<file path="src/sv/gmb_pkg.sv">
package gmb_pkg;

  localparam int MAX_SIDE  = 128;
  localparam int CELLS     = MAX_SIDE * MAX_SIDE;
  localparam int COORD_W   = $clog2(MAX_SIDE);
  localparam int IDX_W     = 2 * COORD_W;
  localparam int DEPTH_W   = IDX_W + 1;
  localparam int SIDE_W    = 8;

  localparam logic [4:0] B_TOP    = 5'd1;
  localparam logic [4:0] B_BOTTOM = 5'd2;
  localparam logic [4:0] B_LEFT   = 5'd4;
  localparam logic [4:0] B_RIGHT  = 5'd8;
  localparam logic [4:0] B_VISIT  = 5'd16;
  localparam logic [4:0] B_WALLS  = 5'd15;

  typedef enum logic [1:0] {
    CMD_START = 2'd0,
    CMD_WALK  = 2'd1,
    CMD_EXIT  = 2'd2,
    CMD_READ  = 2'd3
  } cmd_t;

  typedef enum logic [2:0] {
    ST_CARVED   = 3'd0,
    ST_BACK     = 3'd1,
    ST_FINISHED = 3'd2,
    ST_EXIT_OK  = 3'd3,
    ST_EXIT_NO  = 3'd4,
    ST_READ     = 3'd5,
    ST_STARTED  = 3'd6
  } stat_t;

  typedef enum logic [3:0] {
    S_IDLE,
    S_CLEAR,
    S_CLEAR_END,
    S_EMPTY,
    S_STK_RD,
    S_STK_WAIT,
    S_NB_RD,
    S_PICK,
    S_CARVE_TOP,
    S_CARVE_NB,
    S_POP,
    S_XY_RD,
    S_XY_EXEC,
    S_DONE
  } state_t;

  typedef struct packed {
    state_t op;
  } ctl_t;

  typedef struct packed {
    cmd_t cmd;
    logic in_take;
    logic depth_zero;
    logic clr_last;
    logic rd_last;
    logic has_nb;
    logic out_free;
  } sts_t;

  typedef enum logic [1:0] {
    DIR_DOWN  = 2'd0,
    DIR_UP    = 2'd1,
    DIR_RIGHT = 2'd2,
    DIR_LEFT  = 2'd3
  } dir_t;

  function automatic logic [1:0] mod_cnt(input logic [15:0] r, input logic [2:0] cnt);
    logic [31:0] prod;
    logic [15:0] q;
    logic [17:0] q3;
    logic [2:0]  rem;
    logic [1:0]  res;
    prod = 32'(r) * 32'd21845;
    q    = prod[31:16];
    q3   = 18'(q) * 18'd3;
    rem  = 3'(18'(r) - q3);
    if (rem >= 3'd3) rem = rem - 3'd3;
    case (cnt)
      3'd2:    res = {1'b0, r[0]};
      3'd3:    res = rem[1:0];
      3'd4:    res = r[1:0];
      default: res = 2'd0;
    endcase
    return res;
  endfunction

endpackage

</file>
<file path="src/sv/gmb_ctrl.sv">
module gmb_ctrl (
  input  logic           clk,
  input  logic           rst,
  input  gmb_pkg::sts_t  sts,
  output gmb_pkg::ctl_t  ctl
);

  gmb_pkg::state_t state, state_next;

  always_ff @(posedge clk) begin
    if (rst) state <= gmb_pkg::S_IDLE;
    else     state <= state_next;
  end

  always_comb begin
    state_next = state;
    case (state)
      gmb_pkg::S_IDLE: begin
        if (sts.in_take) begin
          case (sts.cmd)
            gmb_pkg::CMD_START: state_next = gmb_pkg::S_CLEAR;
            gmb_pkg::CMD_WALK:  state_next = sts.depth_zero ? gmb_pkg::S_EMPTY
                                                             : gmb_pkg::S_STK_RD;
            default:            state_next = gmb_pkg::S_XY_RD;
          endcase
        end
      end
      gmb_pkg::S_CLEAR:     if (sts.clr_last) state_next = gmb_pkg::S_CLEAR_END;
      gmb_pkg::S_CLEAR_END: state_next = gmb_pkg::S_DONE;
      gmb_pkg::S_EMPTY:     state_next = gmb_pkg::S_DONE;
      gmb_pkg::S_STK_RD:    state_next = gmb_pkg::S_STK_WAIT;
      gmb_pkg::S_STK_WAIT:  state_next = gmb_pkg::S_NB_RD;
      gmb_pkg::S_NB_RD:     if (sts.rd_last) state_next = gmb_pkg::S_PICK;
      gmb_pkg::S_PICK:      state_next = sts.has_nb ? gmb_pkg::S_CARVE_TOP : gmb_pkg::S_POP;
      gmb_pkg::S_CARVE_TOP: state_next = gmb_pkg::S_CARVE_NB;
      gmb_pkg::S_CARVE_NB:  state_next = gmb_pkg::S_DONE;
      gmb_pkg::S_POP:       state_next = gmb_pkg::S_DONE;
      gmb_pkg::S_XY_RD:     state_next = gmb_pkg::S_XY_EXEC;
      gmb_pkg::S_XY_EXEC:   state_next = gmb_pkg::S_DONE;
      gmb_pkg::S_DONE:      if (sts.out_free) state_next = gmb_pkg::S_IDLE;
      default:              state_next = gmb_pkg::S_IDLE;
    endcase
  end

  assign ctl.op = state;

endmodule

</file>
<file path="config.mk">
export PLATFORM = sky130hd
export DESIGN_NAME = gmb_ctrl
export DESIGN_NICKNAME = d
export VERILOG_FILES = /design/src/sv/gmb_pkg.sv /design/src/sv/gmb_ctrl.sv
export SDC_FILE = /design/constraint.sdc
export NUM_CORES = 1
export LEC_CHECK = 0
export BUFFER_PORTS_ARGS = -buffer_cell sky130_fd_sc_hd__buf_2
export CORE_AREA = 4 4 41 43
export DETAILED_ROUTE_END_ITERATION = 7
export DIE_AREA = 0 0 45 47
export GPL_TIMING_DRIVEN = 1
export HOLD_SLACK_MARGIN = 0.02
export PLACE_DENSITY_LB_ADDON = 0.2
export SYNTH_ARGS = -nofsm -noshare
export SYNTH_HDL_FRONTEND = slang
export SYNTH_SLANG_ARGS = --single-unit
</file>
<file path="constraint.sdc">
create_clock -name clk -period 2.3 [get_ports clk]
set_clock_uncertainty 0.15 [all_clocks]
set_input_delay 0.23 -clock clk [delete_from_list [all_inputs] [get_ports clk]]
set_output_delay 0.23 -clock clk [all_outputs]
set_load 0.005 [all_outputs]
</file>
==> flow_summary.ini <==
[status]
run_status = finished clean

[cts]
cts-root-buf = sky130_fd_sc_hd__clkbuf_4
cts_tree = built
clock_latency_late_sink_ps = 240
postCtsSetupBuffers = 0
cts_htree_levels = 1
cts_hold_repair.buffers = 0
cts.path.max_buffers = 2
cts-buffers-inserted = 3
numClockSinks = 4
clkSlewWorstSetupHoldPaths_ps = 40
cts.repair.resized = 0

[synth]
synthDominantCellAreaShare_pct = 21.6
yosysWarnings = 0
yosys.area.top_type = sky130_fd_sc_hd__dfxtp_1
synth.net_count = 57
register_bit_count_reported_by_yosys = 4
synth.cell_area_um2 = 370
avgSynthCellArea_um2 = 7.88
synth_sequential_area_ratio_pct = 21.6
post_synth_inst_count = 47
netlist-cell-type-count = 30
synthTopCellsByArea = sky130_fd_sc_hd__dfxtp_1, sky130_fd_sc_hd__buf_6, sky130_fd_sc_hd__nor2_1, sky130_fd_sc_hd__mux2i_1, sky130_fd_sc_hd__a21o_1

[floorplan]
fp.coreArea_mm2 = 0.00130
die-area_mm2 = 0.00212
floorplan.die.height_um = 47
starting_density_pct = 28.5
top_level_ports = 14
die_w_um = 45
placement_rows = 13

[sta]
finalSetupViolCount = 0
timing.final.ws_setup_ps = 688
final_period_demand_of_the_worst_path_ps = 1610
slew_violations = 0
post-route-period-util_pct = 70.1
final_tns_setup_ps = 0
maxSlewHeadroom_pct = 68.9
setup_repair_after_global_routing_missed_its_margin = no
whs_ps = 124
clock.fmax_mhz = 620
timing_hold_violations_final = 0
worst_pin_slew_ps = 466

[layout]
area_growth_syn_to_layout_pct = 19.3
area_taken_by_multi_input_logic_gates_um2 = 244
register_area_um2 = 80.1
largest_register_ffs = 4
num_antenna_cells = 0
fillers = 153
drive_above_1_share_pct = 33.9
design.final.nets = 71

[power]
power.share.sequential_pct = 36.6
leakage_power_total_nw = 0.185
total_power_mw = 0.549
internal_power_mw = 0.298
power.density_cell_area_mw_per_mm2 = 1240
combinationalPowerShare_pct = 47.3
netSwitchingFraction_pct = 45.7
vdd.ir_drop.worst_mv = 0.409
power.clock.fraction_pct = 16.2
switchingPower_mw = 0.251

[hold_path]
hold_start = rst
holdCritPathClass = in2reg
hold-path-cell-count = 2

[global_routing]
grt_antenna_before_repair = 0
grt_pass1_vias = 388
grt_max_degree = 16
groute.usage.overall_pct = 10.5
gr-total-overflow = 0
grt_pass1_wl_mm = 1.62

[route]
final_antenna_net_count = 0
dr.first_iter.drc_count = 9
drt-wirelength-per-cell_um = 12.8
drc = 0
vias_per_cell = 5.41
num_vias = 400
detailedRoute.firstPassIterationCount = 4
postRouteWirelength_um = 947

[placed_design]
globalplace.congestion = 0.708
hpwl_um = 705
numPortBuffers = 13
dp_worst_setup_slack_ps = 695

[job]
timing.max_cap.violations = 0

[critical_path]
ordered_list_of_cells_on_the_worst_path = a2111oi_0, or4_4, o22ai_2
cp.required_ps = 2320
cp_slowest_stage_delay_ps = 600
timing.critical_path.slowest_stage_cell = sky130_fd_sc_hd__dfxtp_1
r2r_cells = 3
crit_path_end_kind = flip-flop
critical_path_arrival_ps = 1630
crit_start = ctl[0]$_SDFFE_PP0P_
r2r_setup_slack_ps = 690
launch_point_of_the_worst_reg_to_reg_path = ctl[0]$_SDFFE_PP0P_
critical_path_class = reg2reg
crit_path_start_kind = flip-flop
critical_path_maximum_fanout = 15
synth_stat cells (all sizes together):
cell and count:
nor2 6, buf 4, dfxtp 4, o21ai 4, inv 3, a21o 2
mux2i 2, nand2 2, nand2b 2, nor3 2, o211ai 2, o22ai 2
a2111oi 1, a21boi 1, a21oi 1, a221oi 1, a222oi 1, a31oi 1
nand4b 1, nor3b 1, o221ai 1, o32ai 1, or3 1, or4 1
through the flow:
step                      cell area (um^2)  utilization (%)  cells
after floorplan                        370                -     47
after global placement                 419             32.2     71
after detailed placement               419             32.2     71
after CTS                              442             33.9     74
after global routing                   442             33.9     74
final                                  442             33.9     74
power by group through the flow:
stage / Combinational, mW / Sequential (mW) / Clock, mW
floorplan: 0.280 / 0.134 / 0
global placement: 0.258 / 0.201 / 0
detailed placement: 0.257 / 0.200 / 0
CTS: 0.260 / 0.199 / 0.0928
global route: 0.293 / 0.216 / 0.0980
finish: 0.259 / 0.201 / 0.0886
worst max-delay path, delay by kind of cell, from the launching register on:
kind,cells,cell delay (ps)
flip-flops,1,600
AO/OA/AOI/OAI,2,250
AND/OR/NAND/NOR,1,540
final cells by class:
type                       instances  area share [%]
clock buffer                       3            5.10
inverter                           3            2.55
multi-input combinational         36            55.2
sequential                         4            18.1
tap                               15            4.25
timing repair buffer              13            14.7
cell families after synthesis:
group	count (synthesis)	synth area share (%)
AOI/OAI and AO/OA	18	37.2
buffers and inverters	7	12.5
DFF	4	21.6
and+or+nand+nor	16	23.3
muxes	2	5.41
worst paths after layout:
| check | to |
|---|---|
| max | ctl[1]$_SDFFE_PP0P_ |
| min | ctl[1]$_SDFFE_PP0P_ |
| max reg2reg | ctl[1]$_SDFFE_PP0P_ |
| min reg2reg | ctl[1]$_SDFFE_PP0P_ |
cells in the final DEF, fill, tap and decap left out, drive strengths merged:
cell type   n
a2111oi     1
a21boi      1
a21o        2
a21oi       1
a221oi      1
a222oi      1
a31oi       1
buf        13
clkbuf      3
dfxtp       4
inv         3
mux2i       2
nand2       2
nand2b      2
nand4b      1
nor2        6
nor3        2
nor3b       1
o211ai      2
o21ai       4
o221ai      1
o22ai       2
o32ai       1
or3         1
or4         1
metal layers:
layer	global-route usage, %	share of wire (%)	routed length (um)
met5	0	0	0
met4	7.02	0	0
met3	1.92	8.7	82
met2	17.5	48	450
met1	12.3	44	414
Power figures use the tool's default switching activity.
